$ cat src/rtl/sgr_pkg.sv
// Shared types, constants and glyph table for the scaled glyph square generator.
`default_nettype none

package sgr_pkg;

    localparam int GLYPH_COUNT = 13;
    localparam int GLYPH_COLS  = 5;
    localparam int GLYPH_ROWS  = 7;
    localparam int GLYPH_POS   = GLYPH_COLS * GLYPH_ROWS;
    localparam int GLYPH_IDX_W = $clog2(GLYPH_COUNT);
    localparam int ROW_W       = $clog2(GLYPH_ROWS);

    localparam logic [7:0] GLYPH_ADVANCE = 8'd6;

    localparam logic [GLYPH_IDX_W-1:0] BLANK_GLYPH = GLYPH_IDX_W'(10);
    localparam logic [GLYPH_IDX_W-1:0] DOT_GLYPH   = GLYPH_IDX_W'(11);
    localparam logic [GLYPH_IDX_W-1:0] VEE_GLYPH   = GLYPH_IDX_W'(12);

    localparam logic [7:0] CODE_ZERO = 8'h30;
    localparam logic [7:0] CODE_NINE = 8'h39;
    localparam logic [7:0] CODE_DOT  = 8'h2E;
    localparam logic [7:0] CODE_VEE  = 8'h56;

    // Configuration register indexes
    localparam logic CFG_GLYPH_SCALE = 1'b0;
    localparam logic CFG_FILL_COLOR  = 1'b1;

    localparam logic [4:0]  SCALE_RESET = 5'd1;
    localparam logic [15:0] COLOR_RESET = 16'hFFFF;

    // Column bitmaps, row r is bit r of each column byte
    localparam logic [7:0] GLYPH_ROM [GLYPH_COUNT][GLYPH_COLS] = '{
        '{8'h3E, 8'h51, 8'h49, 8'h45, 8'h3E},
        '{8'h00, 8'h42, 8'h7F, 8'h40, 8'h00},
        '{8'h42, 8'h61, 8'h51, 8'h49, 8'h46},
        '{8'h21, 8'h41, 8'h45, 8'h4B, 8'h31},
        '{8'h18, 8'h14, 8'h12, 8'h7F, 8'h10},
        '{8'h27, 8'h45, 8'h45, 8'h45, 8'h39},
        '{8'h3C, 8'h4A, 8'h49, 8'h49, 8'h30},
        '{8'h01, 8'h71, 8'h09, 8'h05, 8'h03},
        '{8'h36, 8'h49, 8'h49, 8'h49, 8'h36},
        '{8'h06, 8'h49, 8'h49, 8'h29, 8'h1E},
        '{8'h00, 8'h00, 8'h00, 8'h00, 8'h00},
        '{8'h00, 8'h60, 8'h60, 8'h00, 8'h00},
        '{8'h77, 8'h08, 8'h08, 8'h08, 8'h77}
    };

    typedef enum logic {
        ST_IDLE,
        ST_SCAN
    } t_state;

    typedef struct packed {
        logic load;
        logic step;
    } t_cmd;

    typedef struct packed {
        logic glyph_blank;
        logic scan_last;
        logic out_free;
        logic bits_live;
    } t_sts;

    function automatic logic [GLYPH_IDX_W-1:0] glyph_select(input logic [7:0] code);
        logic [GLYPH_IDX_W-1:0] idx;
        idx = BLANK_GLYPH;
        if (code inside {[CODE_ZERO:CODE_NINE]}) begin
            idx = GLYPH_IDX_W'(code - CODE_ZERO);
        end else if (code == CODE_DOT) begin
            idx = DOT_GLYPH;
        end else if (code == CODE_VEE) begin
            idx = VEE_GLYPH;
        end
        return idx;
    endfunction

    // Flatten a glyph column-major: position col*ROWS+row
    function automatic logic [GLYPH_POS-1:0] glyph_bits(input logic [GLYPH_IDX_W-1:0] idx);
        logic [GLYPH_POS-1:0] bits;
        bits = '0;
        for (int c = 0; c < GLYPH_COLS; c++) begin
            bits[c*GLYPH_ROWS +: GLYPH_ROWS] = GLYPH_ROM[idx][c][GLYPH_ROWS-1:0];
        end
        return bits;
    endfunction

endpackage

`default_nettype wire

$ cat src/rtl/scaled_glyph_rect_generator.sv
// Top level of the scaled 5x7 glyph square generator.
//
//  channel   direction  handshake                  words
//  in        input      i_in_valid / o_in_ready    char_code, start_text, start_x, start_y
//  out       output     o_out_valid / i_out_ready  rect_x, rect_y, rect_color, last_rect
//  cfg       input      i_cfg_wr_en, no wait       glyph_scale, fill_color
//
// A character is accepted, then its glyph positions are scanned column-major up to its
// last lit dot; a blank glyph is only accepted and moves the cursor, with no scan.
// The pace is set by the single-position glyph scan; only lit dots load a square word.
// A held output word stalls the scan; input is taken again once the last word is loaded.
// Reset is synchronous: scale 1, color white, cursor and line at zero.
`default_nettype none

module scaled_glyph_rect_generator
    import sgr_pkg::*;
(
    input  wire logic        i_clk,
    input  wire logic        i_rst_n,
    input  wire logic        i_cfg_wr_en,
    input  wire logic        i_cfg_addr,
    input  wire logic [15:0] i_cfg_wdata,
    input  wire logic        i_in_valid,
    output logic             o_in_ready,
    input  wire logic [7:0]  i_char_code,
    input  wire logic        i_start_text,
    input  wire logic [7:0]  i_start_x,
    input  wire logic [7:0]  i_start_y,
    output logic             o_out_valid,
    input  wire logic        i_out_ready,
    output logic [7:0]       o_rect_x,
    output logic [7:0]       o_rect_y,
    output logic [15:0]      o_rect_color,
    output logic             o_last_rect
);

    t_cmd cmd;
    t_sts sts;

    sgr_ctrl u_ctrl (
        .i_clk      (i_clk),
        .i_rst_n    (i_rst_n),
        .i_in_valid (i_in_valid),
        .o_in_ready (o_in_ready),
        .i_sts      (sts),
        .o_cmd      (cmd)
    );

    sgr_dp u_dp (
        .i_clk        (i_clk),
        .i_rst_n      (i_rst_n),
        .i_cfg_wr_en  (i_cfg_wr_en),
        .i_cfg_addr   (i_cfg_addr),
        .i_cfg_wdata  (i_cfg_wdata),
        .i_char_code  (i_char_code),
        .i_start_text (i_start_text),
        .i_start_x    (i_start_x),
        .i_start_y    (i_start_y),
        .i_cmd        (cmd),
        .o_sts        (sts),
        .o_out_valid  (o_out_valid),
        .i_out_ready  (i_out_ready),
        .o_rect_x     (o_rect_x),
        .o_rect_y     (o_rect_y),
        .o_rect_color (o_rect_color),
        .o_last_rect  (o_last_rect)
    );

endmodule

`default_nettype wire

$ cat src/rtl/sgr_ctrl.sv
// Control state machine: accepts characters and paces the glyph scan.
`default_nettype none

module sgr_ctrl
    import sgr_pkg::*;
(
    input  wire logic i_clk,
    input  wire logic i_rst_n,
    input  wire logic i_in_valid,
    output logic      o_in_ready,
    input  wire t_sts i_sts,
    output t_cmd      o_cmd
);

    t_state r_state;
    t_state n_state;

    always_ff @(posedge i_clk) begin
        if (!i_rst_n) begin
            r_state <= ST_IDLE;
        end else begin
            r_state <= n_state;
        end
    end

    always_comb begin
        n_state = r_state;
        case (r_state)
            ST_IDLE: begin
                // blank glyphs only move the cursor, no scan
                if (i_in_valid && !i_sts.glyph_blank) begin
                    n_state = ST_SCAN;
                end
            end
            ST_SCAN: begin
                if (i_sts.out_free && i_sts.scan_last) begin
                    n_state = ST_IDLE;
                end
            end
            default: n_state = ST_IDLE;
        endcase
    end

    always_comb begin
        o_in_ready = 1'b0;
        o_cmd      = '0;
        case (r_state)
            ST_IDLE: begin
                o_in_ready = 1'b1;
                o_cmd.load = i_in_valid;
            end
            ST_SCAN: begin
                o_cmd.step = i_sts.out_free;
            end
            default: begin
                o_in_ready = 1'b0;
            end
        endcase
    end

    a_scan_has_bits: assert property (@(posedge i_clk) disable iff (!i_rst_n)
        (r_state == ST_SCAN) |-> i_sts.bits_live)
        else $error("scan running with no glyph bits left");

    a_scan_ends_idle: assert property (@(posedge i_clk) disable iff (!i_rst_n)
        (r_state == ST_SCAN && i_sts.out_free && i_sts.scan_last) |=> o_in_ready)
        else $error("controller did not return to idle after last position");

endmodule

`default_nettype wire

$ cat src/rtl/sgr_dp.sv
// Datapath: config registers, cursor, glyph shift register and output word.
`default_nettype none

module sgr_dp
    import sgr_pkg::*;
(
    input  wire logic        i_clk,
    input  wire logic        i_rst_n,
    input  wire logic        i_cfg_wr_en,
    input  wire logic        i_cfg_addr,
    input  wire logic [15:0] i_cfg_wdata,
    input  wire logic [7:0]  i_char_code,
    input  wire logic        i_start_text,
    input  wire logic [7:0]  i_start_x,
    input  wire logic [7:0]  i_start_y,
    input  wire t_cmd        i_cmd,
    output t_sts             o_sts,
    output logic             o_out_valid,
    input  wire logic        i_out_ready,
    output logic [7:0]       o_rect_x,
    output logic [7:0]       o_rect_y,
    output logic [15:0]      o_rect_color,
    output logic             o_last_rect
);

    logic [4:0]           r_glyph_scale;
    logic [15:0]          r_fill_color;
    logic [7:0]           r_cursor_x;
    logic [7:0]           r_line_y;
    logic [7:0]           r_base_x;
    logic [GLYPH_POS-1:0] r_bits;
    logic [ROW_W-1:0]     r_row;
    logic [7:0]           r_xoff;
    logic [7:0]           r_yoff;
    logic                 r_out_valid;
    logic [7:0]           r_rect_x;
    logic [7:0]           r_rect_y;
    logic [15:0]          r_rect_color;
    logic                 r_last_rect;

    logic [7:0] n_base_x;
    logic [7:0] n_line_y;
    logic [7:0] advance;
    logic [7:0] scale_w;
    logic       at_last;

    assign scale_w  = {3'b000, r_glyph_scale};
    assign advance  = scale_w * GLYPH_ADVANCE;
    assign n_base_x = i_start_text ? i_start_x : r_cursor_x;
    assign n_line_y = i_start_text ? i_start_y : r_line_y;
    assign at_last  = (r_bits[GLYPH_POS-1:1] == '0);

    always_comb begin
        o_sts.glyph_blank = (glyph_select(i_char_code) == BLANK_GLYPH);
        o_sts.scan_last   = at_last;
        o_sts.out_free    = !r_out_valid || i_out_ready;
        o_sts.bits_live   = |r_bits;
    end

    always_ff @(posedge i_clk) begin
        if (!i_rst_n) begin
            r_glyph_scale <= SCALE_RESET;
            r_fill_color  <= COLOR_RESET;
        end else if (i_cfg_wr_en) begin
            case (i_cfg_addr)
                CFG_GLYPH_SCALE: r_glyph_scale <= i_cfg_wdata[4:0];
                CFG_FILL_COLOR:  r_fill_color  <= i_cfg_wdata;
                default:         r_fill_color  <= r_fill_color;
            endcase
        end
    end

    always_ff @(posedge i_clk) begin
        if (!i_rst_n) begin
            r_cursor_x <= '0;
            r_line_y   <= '0;
        end else if (i_cmd.load) begin
            // cursor moves on at accept, squares use the held base
            r_cursor_x <= n_base_x + advance;
            r_line_y   <= n_line_y;
        end
    end

    always_ff @(posedge i_clk) begin
        if (!i_rst_n) begin
            r_bits <= '0;
        end else if (i_cmd.load) begin
            r_bits <= glyph_bits(glyph_select(i_char_code));
        end else if (i_cmd.step) begin
            r_bits <= r_bits >> 1;
        end
    end

    always_ff @(posedge i_clk) begin
        if (i_cmd.load) begin
            r_base_x <= n_base_x;
            r_row    <= '0;
            r_xoff   <= '0;
            r_yoff   <= '0;
        end else if (i_cmd.step) begin
            if (r_row == ROW_W'(GLYPH_ROWS - 1)) begin
                r_row  <= '0;
                r_yoff <= '0;
                r_xoff <= r_xoff + scale_w;
            end else begin
                r_row  <= r_row + 1'b1;
                r_yoff <= r_yoff + scale_w;
            end
        end
    end

    always_ff @(posedge i_clk) begin
        if (!i_rst_n) begin
            r_out_valid <= 1'b0;
        end else if (i_cmd.step && r_bits[0]) begin
            r_out_valid <= 1'b1;
        end else if (i_out_ready) begin
            r_out_valid <= 1'b0;
        end
    end

    always_ff @(posedge i_clk) begin
        if (i_cmd.step && r_bits[0]) begin
            r_rect_x     <= r_base_x + r_xoff;
            r_rect_y     <= r_line_y + r_yoff;
            r_rect_color <= r_fill_color;
            r_last_rect  <= at_last;
        end
    end

    assign o_out_valid  = r_out_valid;
    assign o_rect_x     = r_rect_x;
    assign o_rect_y     = r_rect_y;
    assign o_rect_color = r_rect_color;
    assign o_last_rect  = r_last_rect;

    a_step_slot_free: assert property (@(posedge i_clk) disable iff (!i_rst_n)
        i_cmd.step |-> (!r_out_valid || i_out_ready))
        else $error("scan step would overwrite a pending word");

    a_last_is_set: assert property (@(posedge i_clk) disable iff (!i_rst_n)
        (i_cmd.step && at_last) |-> r_bits[0])
        else $error("final scan position carries no dot");

    a_last_empties: assert property (@(posedge i_clk) disable iff (!i_rst_n)
        (i_cmd.step && at_last && !i_cmd.load) |=> (r_bits == '0))
        else $error("glyph bits left after last square");

endmodule

`default_nettype wire
$ cat config.mk
export PLATFORM = sky130hd
export DESIGN_NAME = scaled_glyph_rect_generator
export DESIGN_NICKNAME = d
export VERILOG_FILES = /design/src/rtl/sgr_pkg.sv /design/src/rtl/scaled_glyph_rect_generator.sv /design/src/rtl/sgr_ctrl.sv /design/src/rtl/sgr_dp.sv
export SDC_FILE = /design/constraint.sdc
export NUM_CORES = 1
export LEC_CHECK = 0
export BUFFER_PORTS_ARGS = -buffer_cell sky130_fd_sc_hd__buf_2
export CAP_MARGIN = 10
export CORE_ASPECT_RATIO = 0.9
export CORE_UTILIZATION = 55
export DETAILED_ROUTE_END_ITERATION = 8
export GPL_TIMING_DRIVEN = 0
export PLACE_DENSITY = 0.79
export SLEW_MARGIN = 40
export SYNTH_ARGS = -nofsm -noshare
export SYNTH_HDL_FRONTEND = slang
export SYNTH_SLANG_ARGS = --single-unit
$ cat constraint.sdc
create_clock -name i_clk -period 3.4 [get_ports i_clk]
set_input_delay 1.02 -clock i_clk [delete_from_list [all_inputs] [get_ports i_clk]]
set_output_delay 1.02 -clock i_clk [all_outputs]
set_load 0.03 [all_outputs]
Yosys cells after proc, flatten, opt, wreduce, memory -nomap -nowiden
Memory sizes are Yosys's and may differ from the RTL's.
Index checks and enable logic that the tools add are counted.
{ "classes": {"n_mul": 1, "n_div": 0, "magnitude_cmp": 3, "n_reduce_logical": 14, "shifts": 0, "muxes": 20, "n_bitwise": 3, "eq_ne": 4, "addsub": 7} }
{ "ops": {"columns": ["op", "count"], "rows": [
  ["39-bit two-way mux", 2],
  ["35-bit two-way mux", 2],
  ["34-bit zero test", 1],
  ["8-bit adder", 3],
  ["8-bit by 5-bit adder with 8-bit output", 2],
  ["4-bit two-way mux", 4],
  ["8-bit two-way mux", 2],
  ["8-bit by 6-bit equality test with 1-bit output, second input constant", 1],
  ["8-bit by 7-bit equality test with 1-bit output, second input constant", 1],
  ["8-bit by 6-bit greater-or-equal comparator with 1-bit output, second input constant", 1],
  ["8-bit by 6-bit less-or-equal comparator with 1-bit output, second input constant", 1],
  ["2-bit AND reduction", 4],
  ["5-bit by 2-bit multiplier with 7-bit output, second input constant", 1],
  ["1-bit two-way mux", 7],
  ["3-bit two-way mux", 2],
  ["5-bit greater-or-equal comparator, second input constant", 1],
  ["4-bit inverter with 5-bit output", 1],
  ["4-bit equality test, second input constant", 1],
  ["1-bit logical AND", 4],
  ["2-bit nonzero test", 2],
  ["4-bit by 1-bit subtractor with 4-bit output, second input constant", 1],
  ["3-bit by 1-bit adder with 3-bit output, second input constant", 1],
  ["3-bit equality test, second input constant", 1],
  ["1-bit zero test", 2],
  ["other kinds (3)", 4]
]} }
{ "totals": {"inputBits": 47, "regBits": 134, "mem_bits_ro": 640, "ram_bits": 0, "elab_cells": 68, "mem_count": 1, "latchBits": 0, "out_inout_bits": 35} }
{ "mem_list": {"columns": ["name", "words", "width", "rd", "rd_ports_with_merged_regs", "write_ports", "line_no", "source"], "rows": [
  ["(no name shown)", 16, 40, 1, 0, 0, "sgr_pkg.sv:83", "bits[c*GLYPH_ROWS +: GLYPH_ROWS] = GLYPH_ROM[idx][c][GLYPH_ROWS-1:0];"]
]} }

Logic depth before layout (Yosys ltp)
Gate-level depths: netlist of run 1.
{ "depth": {"word_depth": 11, "ltp_mapped": 13, "depth_no_buf": 13} }

By module
Synthesis of run 1 repeated with hierarchy kept, for this count alone.
{ "hier_totals": {"cells_unflattened": 721, "area_unflattened_um2": 6969.2} }
{ "by_module_without_submodules": {"columns": ["mod", "seq_area_each_um2", "n_inst", "cells_each", "area_each_um2"], "rows": [
  ["sgr_dp", 3072.9, 1, 714, 6911.6],
  ["sgr_ctrl", 20.0, 1, 7, 57.6]
]} }

Worst setup path before layout of run 1
No wires, ideal clock.
{ "synth_timing": {"path_kind": "input to register", "from": "input i_start_text", "to": "register u_dp.r_cursor_x[6]", "arrival_ns": 3.078, "required_ns": 3.278, "slack_ns": 0.200, "setup_time_ns": 0.122, "path_stages": 10, "cell_sequence": "buf_2 buf_1 mux2i_1 inv_1 ha_1 a21o_1 a21oi_1 o21ai_0 mux2i_1 a311o_1"} }
{ "synth_via": {"elab_chain_len": 2} }
{ "synth_lines": {"columns": ["item", "line_no", "source"], "rows": [
  ["start, declared", "scaled_glyph_rect_generator.sv:26", "input wire logic i_start_text,"],
  ["8-bit two-way mux", "sgr_dp.sv:49", "assign n_base_x = i_start_text ? i_start_x : r_cursor_x;"],
  ["via u_dp.n_base_x[2]", "sgr_dp.sv:41", "logic [7:0] n_base_x;"],
  ["8-bit adder", "sgr_dp.sv:79", "r_cursor_x <= n_base_x + advance;"],
  ["end signal, assigned", "sgr_dp.sv:79", null],
  ["end, declared", "sgr_dp.sv:28", "logic [7:0] r_cursor_x;"]
]} }
The timed path passes the listed nets, and every way through them passes these cells.
A chain may end at the register's enable or synchronous reset.

Worst setup path in the final report of run 1
Ends and elaborated chain as after synthesis.

==> results_dict.tcl, run 1 <==
set metrics [dict create \
    endpoint_kind "flop" \
    synth-edff-count 41 \
    cts_tree "yes" \
    overflow 0 \
    n_antenna_cell 0 \
    critPathBufInv 3 \
    antenna_left 0 \
    synth_area_um2 6940 \
    grt_max_degree 26 \
    power_leakage_uw 0.00344 \
    grt_pass1_vias 6049 \
    row_count 38 \
    swShare_pct 23.4 \
    worst_slew_pin_slew_ns 0.719 \
    clockBufferDepth 2 \
    ys.flop_type "dfxtp_1" \
    setup_viol 0 \
    hp-class "flop to flop" \
    ys_types 71 \
    synth_warnings 0 \
    synth_nets 843 \
    arrival_ns 3.53 \
    period_share_pct 94.3 \
    syn_area_per_cell_um2 9.34 \
    first_pass_iters 7 \
    syn_to_final_growth_pct 18.9 \
    switchingPower_uw 1020 \
    ys_ff_latch 134 \
    die_h_um 109 \
    finClkSkew_ns 0.00948 \
    place.gp.congestion 0.920 \
    viasPerCell 6.07 \
    final_area_um2 8250 \
    vias 6164 \
    cts_setup_buffers 0 \
    worst_ep_required_time_ns 3.73 \
    cts-htree-levels 4 \
    cp_slowest_cell "buf_1" \
    clk-insertion-delay-late_ns 0.44 \
    clk_pin_slew_worst_paths_ns 0.06 \
    placed_cell_area_um2 7560 \
    status "finished, final reports clean" \
    grt_usage_pct 31.0 \
    p_total_uw 4350 \
    criticalPathCategory "primary input to flop" \
    p_per_area_nw_per_um2 528 \
    clock-sinks 134 \
    final-hold-violation-count 0 \
    seq_power_share_pct 40.7 \
    io_pins 82 \
    final_common_cell "nand2_1" \
    wl_per_cell_um 19.0 \
    layout_common_cells "95 x nand2_1, 94 x buf_2, 93 x dfxtp_1" \
    num-nets-final 942 \
    ir_drop_mv 0.338 \
    yosysSeqAreaShare_pct 44.6 \
    critPathMaxFanout 10 \
    cpMostUsedCell "mux2i_1" \
    cpPeakStageDelay_ns 0.39 \
    p_comb_share_pct 10.1 \
    coreArea_um2 12200 \
    dp_hpwl_um 14000 \
    slew_violations 0 \
    grt_setup_unrepaired "false" \
    crit_family "compound AO/OA/AOI/OAI gates" \
    drc 0 \
    fmax_ghz 0.312 \
    drive_gt1_share_pct 17.9 \
    p_int_uw 3340 \
    drt_iter0_drc 624 \
    totalWireLength_um 19300 \
    antenna_found_initial 0 \
    cts.repair.resized 0 \
    post-place-ws_ns -0.163 \
    start_kind "primary input" \
    finalWorstSetupSlack_ns 0.193 \
    async_reset_ff_share_pct 0 \
    cts.hold.buffers_added 0 \
    grt_pass1_wl_um 30800 \
    netlist_instances 743 \
    layout_min_cycle_time_ns 3.21 \
    setup_tns_ns 0 \
    dp.cells 983 \
    path_cells "buf_2 -> buf_1 -> mux2i_1 -> inv_1 -> ha_1 -> a21o_1 -> a21oi_1 -> o21ai_0 -> mux2i_1 -> a311o_1" \
    die_area_um2 13100 \
    slew_headroom_pct 52.0 \
    final_cells 1015 \
    cts_buffers 17 \
    maxCapViolations 0 \
    clockRootBuffer "clkbuf_16" \
    die_w_um 120 \
    io_buffers 79 \
    initial_core_util_pct 57.0 \
    p_clk_share_pct 49.3 \
]
==> power by group through the flow <==
stage / Sequential (uW) / Clock (uW) / Combinational (uW)
after floorplan: 1790 / 0 / 292
after global placement: 1800 / 0 / 404
after detailed placement: 1800 / 0 / 421
after CTS: 1770 / 2150 / 430
after global routing: 1780 / 2220 / 483
final: 1770 / 2150 / 438
==> cell usage after synthesis, types with 3 or more instances <==
master | n | area [um2]
a211oi_1 | 12 | 90.1
a21boi_0 | 4 | 30.0
a21o_1 | 13 | 97.6
a21oi_1 | 63 | 315
a221oi_1 | 4 | 35.0
a22o_1 | 3 | 26.3
a31oi_1 | 8 | 50.1
buf_1 | 7 | 26.3
buf_2 | 14 | 70.1
clkbuf_1 | 16 | 60.1
dfxtp_1 | 93 | 1860
edfxtp_1 | 41 | 1230
fa_1 | 6 | 120
ha_1 | 47 | 588
inv_1 | 28 | 105
inv_2 | 3 | 11.3
mux2_2 | 8 | 90.1
mux2i_1 | 10 | 100
nand2_1 | 95 | 357
nand2b_1 | 5 | 31.3
nand3_1 | 52 | 260
nand4bb_1 | 4 | 45.0
nor2_1 | 52 | 195
nor2b_1 | 8 | 50.1
nor3_1 | 6 | 30.0
nor4_1 | 8 | 50.1
o211ai_1 | 6 | 45.0
o21a_1 | 5 | 37.5
o21ai_0 | 32 | 160
o21ai_1 | 3 | 15.0
o221a_2 | 3 | 33.8
o221ai_1 | 3 | 26.3
o22ai_1 | 3 | 18.8
o41ai_1 | 5 | 43.8
or3_1 | 7 | 43.8
xnor2_1 | 14 | 123
xor2_1 | 4 | 35.0
==> worst paths after layout <==
| check | startpoint | endpoint | slack, ns | cells after the start |
|---|---|---|---|---|
| setup / recovery | i_start_text | u_dp.r_cursor_x[6]$_SDFFE_PN0P_ | 0.19 | 10 |
| hold / removal | u_dp.r_fill_color[9]$_SDFFE_PN1P_ | u_dp.o_rect_color[9]$_DFFE_PP_ | 0.43 | 0 |
| setup reg to reg | u_dp.r_glyph_scale[1]$_SDFFE_PN0P_ | u_dp.r_cursor_x[7]$_SDFFE_PN0P_ | 0.71 | 12 |
| hold reg to reg | u_dp.r_fill_color[9]$_SDFFE_PN1P_ | u_dp.o_rect_color[9]$_DFFE_PP_ | 0.43 | 0 |
==> cell families after synthesis <==
group | count (synthesis) | share of synthesized area [%]
simple gates | 259 | 17.8
compound gates | 189 | 17.9
flops | 134 | 44.6
buf+inv | 71 | 4.20
fa+ha+maj | 53 | 10.2
xor+xnor | 19 | 2.60
mux | 18 | 2.74
==> layout make-up <==
type / count / area (um2)
clock inverter: 14 / 255
buffer: 39 / 173
inverter: 32 / 120
fill: 935 / 3920
tap: 160 / 200
multi-input combinational: 538 / 3560
timing repair buffer: 80 / 423
sequential: 134 / 3090
clock buffer: 18 / 429
==> state kept, by name, summed over array words and instances (netlist names) <==
signal and cells:
u_dp.o_rect_color 16, u_dp.o_rect_y 8, u_dp.r_base_x 8, u_dp.o_out_valid 1, u_dp.r_row 3, u_dp.r_bits 35, u_dp.r_fill_color 16, u_dp.r_yoff 8
u_dp.r_cursor_x 8, u_dp.o_last_rect 1, u_dp.r_line_y 8, u_dp.o_rect_x 8, u_ctrl.r_state 1, u_dp.r_xoff 8, u_dp.r_glyph_scale 5
==> layer usage <==
layer | track usage (%) | vias up | routed length (um) | part of all wire [%]
met5 | 0 | - | 0 | 0
met4 | 15.2 | 0 | 550 | 2.9
met3 | 7.38 | 73 | 1340 | 6.9
met2 | 52.3 | 298 | 9290 | 48
met1 | 37.2 | 2895 | 8120 | 42
li1 | - | 2898 | - | -
==> metrics by stage <==
stage	hold slack [ns]	utilization [%]
after global placement	0.413	61.9
final	0.430	67.8
after floorplan	0.408	-
after detailed placement	0.416	62.2
after global routing	0.443	67.8
after CTS	0.430	67.8
(Power assumes the default switching activity.)
==> run 2, diff against run 1 <==
- RECOVER_POWER: unset -> 50
==> results_dict.tcl, run 2 (synthesized netlist as in run 1, its figures left out) <==
set metrics [dict create \
    num-fill-cells 955 \
    slew_violations 0 \
    drt-met1-wl_um 8120 \
    clockBufferDepth 2 \
    io_buffers 79 \
    cts_tree "yes" \
    cpPeakStageDelay_ns 0.40 \
    die_h_um 109 \
    cp_slowest_cell "buf_1" \
    coreArea_um2 12200 \
    cts_setup_buffers 0 \
    initial_core_util_pct 57.0 \
    finClkSkew_ns 0.00768 \
    period_share_pct 94.2 \
    io_pins 82 \
    syn_to_final_growth_pct 18.1 \
    grt_setup_unrepaired "false" \
    ir_drop_mv 0.339 \
    layout_min_cycle_time_ns 3.20 \
    clockRootBuffer "clkbuf_16" \
    largest_reg_flops 35 \
    grt_pass1_wl_um 30800 \
    largest-register "u_dp.r_bits" \
    path_cells "buf_2 -> buf_1 -> mux2i_1 -> inv_1 -> ha_1 -> a21o_1 -> a21oi_1 -> o21ai_0 -> mux2i_1 -> a311o_1" \
    dp.cells 983 \
    overflow 0 \
    grt_max_degree 26 \
    place.gp.congestion 0.920 \
    seqCellArea_um2 3090 \
    arrival_ns 3.53 \
    cts_buffers 17 \
    setup_viol 0 \
    worst_slew_pin_slew_ns 1.44 \
    fmax_ghz 0.312 \
    routed-wl-met3_um 1380 \
    dr_wl_met2_um 9260 \
    cts.hold.buffers_added 0 \
    final_common_cell "nand2_1" \
    final-hold-violation-count 0 \
    antenna_found_initial 0 \
    clock-sinks 134 \
    criticalPathCategory "primary input to flop" \
    vias 6146 \
    viasPerCell 6.06 \
    num-nets-final 942 \
    die_w_um 120 \
    antenna_left 0 \
    power_leakage_uw 0.00337 \
    critPathMaxFanout 10 \
    layout_common_cells "95 x nand2_1, 93 x dfxtp_1, 70 x buf_2" \
    grt_usage_pct 31.0 \
    worst_ep_required_time_ns 3.72 \
    dp_hpwl_um 14000 \
    first_pass_iters 5 \
    die_area_um2 13100 \
    wl_per_cell_um 19.0 \
    clk_pin_slew_worst_paths_ns 0.06 \
    drt_iter0_drc 643 \
    p_per_area_nw_per_um2 531 \
    n_antenna_cell 0 \
    maxCapViolations 0 \
    slew_headroom_pct 3.88 \
    drc 0 \
    multi_input_area_um2 3550 \
    start_kind "primary input" \
    hp-class "flop to flop" \
    route.top_layer_used "met4" \
    totalWireLength_um 19300 \
    clk-insertion-delay-late_ns 0.43 \
    cts.repair.resized 0 \
    final_util_pct 67.3 \
    grt_pass1_vias 6049 \
    row_count 38 \
    endpoint_kind "flop" \
    drive_gt1_share_pct 14.3 \
    final_cells 1015 \
    cts-htree-levels 4 \
    status "finished, final reports clean" \
    cpMostUsedCell "mux2i_1" \
]
[run 2: cell count changes in the layout (fill, tap and decap cells not counted), sizes merged]
cell    change
clkbuf     +25
buf        -25
[run 2: power by group]
part	switching [uW]	leakage (uW)	internal, uW	total [uW]
clock network	705	0.000325	1440	2150
registers	48.5	0.00113	1720	1770
logic	264	0.00191	170	435
total	1020	0.00337	3330	4350
[run 2: layer usage]
metal	vias up	GRT usage (%)
li1	2901	-
met1	2923	37.2
met2	264	52.3
met3	58	7.38
met4	0	15.2
met5	-	0
[run 2: through the flow]
stage          hold WS [ns]  instance area [um2]  TNS (ns)  setup slack, ns  total power (uW)
6_report              0.431                 8190         0            0.198              4350
5_1_grt               0.443                 8190         0           0.0195              4480
4_1_cts               0.430                 8250         0            0.226              4350
3_5_place_dp          0.416                 7560    -0.274           -0.163              2220
3_3_place_gp          0.413                 7530    -0.316           -0.130              2200
2_1_floorplan         0.408                 6940         0            0.200              2080
[run 2: worst paths after layout]
kind                                     endpoint  slack, ns  cells past startpoint                                from
setup / recovery  u_dp.r_cursor_x[6]$_SDFFE_PN0P_       0.20                     10                        i_start_text
hold reg to reg    u_dp.o_rect_color[9]$_DFFE_PP_       0.43                      0   u_dp.r_fill_color[9]$_SDFFE_PN1P_
setup reg to reg  u_dp.r_cursor_x[7]$_SDFFE_PN0P_       0.69                     12  u_dp.r_glyph_scale[1]$_SDFFE_PN0P_
hold / removal     u_dp.o_rect_color[9]$_DFFE_PP_       0.43                      0   u_dp.r_fill_color[9]$_SDFFE_PN1P_
[run 2: final cells by class]
class,count,area share (%)
Clock buffer,18,5.24
Sequential cell,134,37.7
Buffer,39,2.11
Tap cell,160,2.44
Clock inverter,14,3.11
Inverter,32,1.47
Multi-Input combinational cell,538,43.4
Timing Repair Buffer,80,4.50
[run 2: critical path: cells and delay by family]
kind,cells,cell delay [ns]
muxes,2,0.54
AOI/OAI and AO/OA,4,0.93
buffers and inverters,3,0.72
adders and majority gates,1,0.31
==> run 3, diff against run 2 <==
- SYNTH_HIERARCHICAL: unset -> 1
==> results_dict.tcl, run 3 <==
set metrics [dict create \
    criticalPathCategory "primary input to flop" \
    critPathMaxFanout 11 \
    cts_setup_buffers 0 \
    antenna_found_initial 0 \
    cts_buffers 17 \
    clockRootBuffer "clkbuf_16" \
    final-hold-violation-count 0 \
    grt_pass1_wl_um 29200 \
    whs_ns 0.434 \
    io_pins 82 \
    p_total_uw 4000 \
    vias 6017 \
    worstSetupEndpoint "u_dp/r_line_y[4]$_SDFFE_PN0P_" \
    ir_drop_mv 0.353 \
    start_kind "primary input" \
    cts-htree-levels 4 \
    antenna_left 0 \
    hold_depth 0 \
    multi_input_area_um2 3590 \
    layout_min_cycle_time_ns 3.21 \
    clk_pin_slew_worst_paths_ns 0.06 \
    dp_hpwl_um 13100 \
    worstReg2RegStart "u_ctrl/r_state$_SDFF_PN0_" \
    r2r_end "u_dp/r_line_y[4]$_SDFFE_PN0P_" \
    drt_iter0_drc 636 \
    initial_core_util_pct 57.0 \
    slew_headroom_pct 49.2 \
    grt_pass1_vias 5863 \
    finalWorstSetupSlack_ns 0.195 \
    status "finished, final reports clean" \
    endpoint_kind "flop" \
    syn_area_per_cell_um2 9.67 \
    largest-register "u_dp/r_bits" \
    clockBufferDepth 2 \
    final_cells 991 \
    period_share_pct 94.3 \
    synth_warnings 6 \
    seqCellArea_um2 3090 \
    synth_area_um2 6960 \
    synth_nets 820 \
    placed_cell_area_um2 7570 \
    cp_slowest_cell "clkbuf_1" \
    layout_common_cells "93 x dfxtp_1, 75 x nand2_1, 59 x clkbuf_1" \
    power_leakage_uw 0.00333 \
    n_antenna_cell 0 \
    setup_viol 0 \
    viasPerCell 6.07 \
    worst_slew_pin_slew_ns 0.761 \
    coreArea_um2 12200 \
    finClkSkew_ns 0.00661 \
    netlist_instances 720 \
    slew_violations 0 \
    row_count 38 \
    drive_gt1_share_pct 12.8 \
    post-place-ws_ns -0.378 \
    final_area_um2 8100 \
    grt_usage_pct 29.3 \
    r2r_setup_slack_ns 0.55 \
    arrival_ns 3.48 \
    first_pass_iters 5 \
    hold_start "u_dp/r_fill_color[11]$_SDFFE_PN1P_" \
    clk-insertion-delay-late_ns 0.42 \
    hp-class "flop to flop" \
    reg2reg_depth 6 \
    grt_setup_unrepaired "false" \
    grt_max_degree 34 \
    fmax_ghz 0.312 \
    num-nets-final 918 \
    die_w_um 121 \
    dp.cells 959 \
    p_per_area_nw_per_um2 493 \
    largest_reg_flops 35 \
    overflow 0 \
    io_buffers 79 \
    worstSetupStartpoint "i_in_valid" \
    maxCapViolations 0 \
    cpPeakStageDelay_ns 0.60 \
    totalWireLength_um 18400 \
    cts_tree "yes" \
    drc 0 \
    die_area_um2 13100 \
    worst_ep_required_time_ns 3.67 \
    clock-sinks 134 \
    path_cells "buf_2 -> nor2b_2 -> clkbuf_1 -> clkbuf_1 -> nand2_1 -> nand2_1 -> a21oi_1" \
    place.gp.congestion 0.940 \
    final_common_cell "dfxtp_1" \
    num-fill-cells 972 \
    syn_to_final_growth_pct 16.3 \
    wl_per_cell_um 18.6 \
    die_h_um 109 \
]
-- run 3: stage by stage --
stage / setup TNS, ns / util [%]
after floorplan: 0 / -
after global placement: -18.73 / 61.9
after detailed placement: -4.54 / 61.9
after CTS: 0 / 66.7
after global routing: 0 / 66.3
final: 0 / 66.3
-- run 3: cell type report --
cell class / count / share of cell area, %
inverters: 35 / 1.62
well taps: 160 / 2.47
plain buffers: 35 / 1.87
repair buffers: 79 / 4.32
multi-input cells: 516 / 44.4
clock buffers: 18 / 5.30
flip-flops and latches: 134 / 38.2
clock inverters: 14 / 1.85
-- run 3: what timing repair did --
| action | in CTS | in global routing |
|---|---|---|
| gates resized for setup | 0 | 1 |
| setup endpoints to repair | 0 | 6 |
| hold buffers | 0 | 0 |
-- run 3: routing by layer --
layer / global-route usage (%) / part of all wire [%] / vias up
li1: - / - / 2799
met1: 35.5 / 42 / 2867
met2: 50.5 / 48 / 294
met3: 5.81 / 6.9 / 57
met4: 13.9 / 3.2 / 0
met5: 0 / 0 / -
-- run 3: how the worst min path moves through the flow --
stage | slack, ns | end
2_1_floorplan | 0.41 | u_dp/o_rect_color[0]$_DFFE_PP_
3_3_place_gp | 0.41 | u_dp/o_rect_color[7]$_DFFE_PP_
3_5_place_dp | 0.42 | u_dp/o_rect_color[11]$_DFFE_PP_
4_1_cts | 0.43 | u_dp/o_rect_color[11]$_DFFE_PP_
5_1_grt | 0.44 | u_dp/o_rect_color[13]$_DFFE_PP_
6_report | 0.43 | u_dp/o_rect_color[11]$_DFFE_PP_
-- run 3: power breakdown --
group | switching, uW | internal, uW | total [uW] | leakage (uW)
logic | 261 | 174 | 436 | 0.00191
registers | 46.3 | 1720 | 1770 | 0.00113
clock network | 709 | 1080 | 1790 | 0.000279
-- run 3: worst max-delay path, delay by kind of cell --
kind / cells / cell delay, ns
compound gates: 1 / 0.08
simple gates: 3 / 1.09
buf+inv: 3 / 1.28
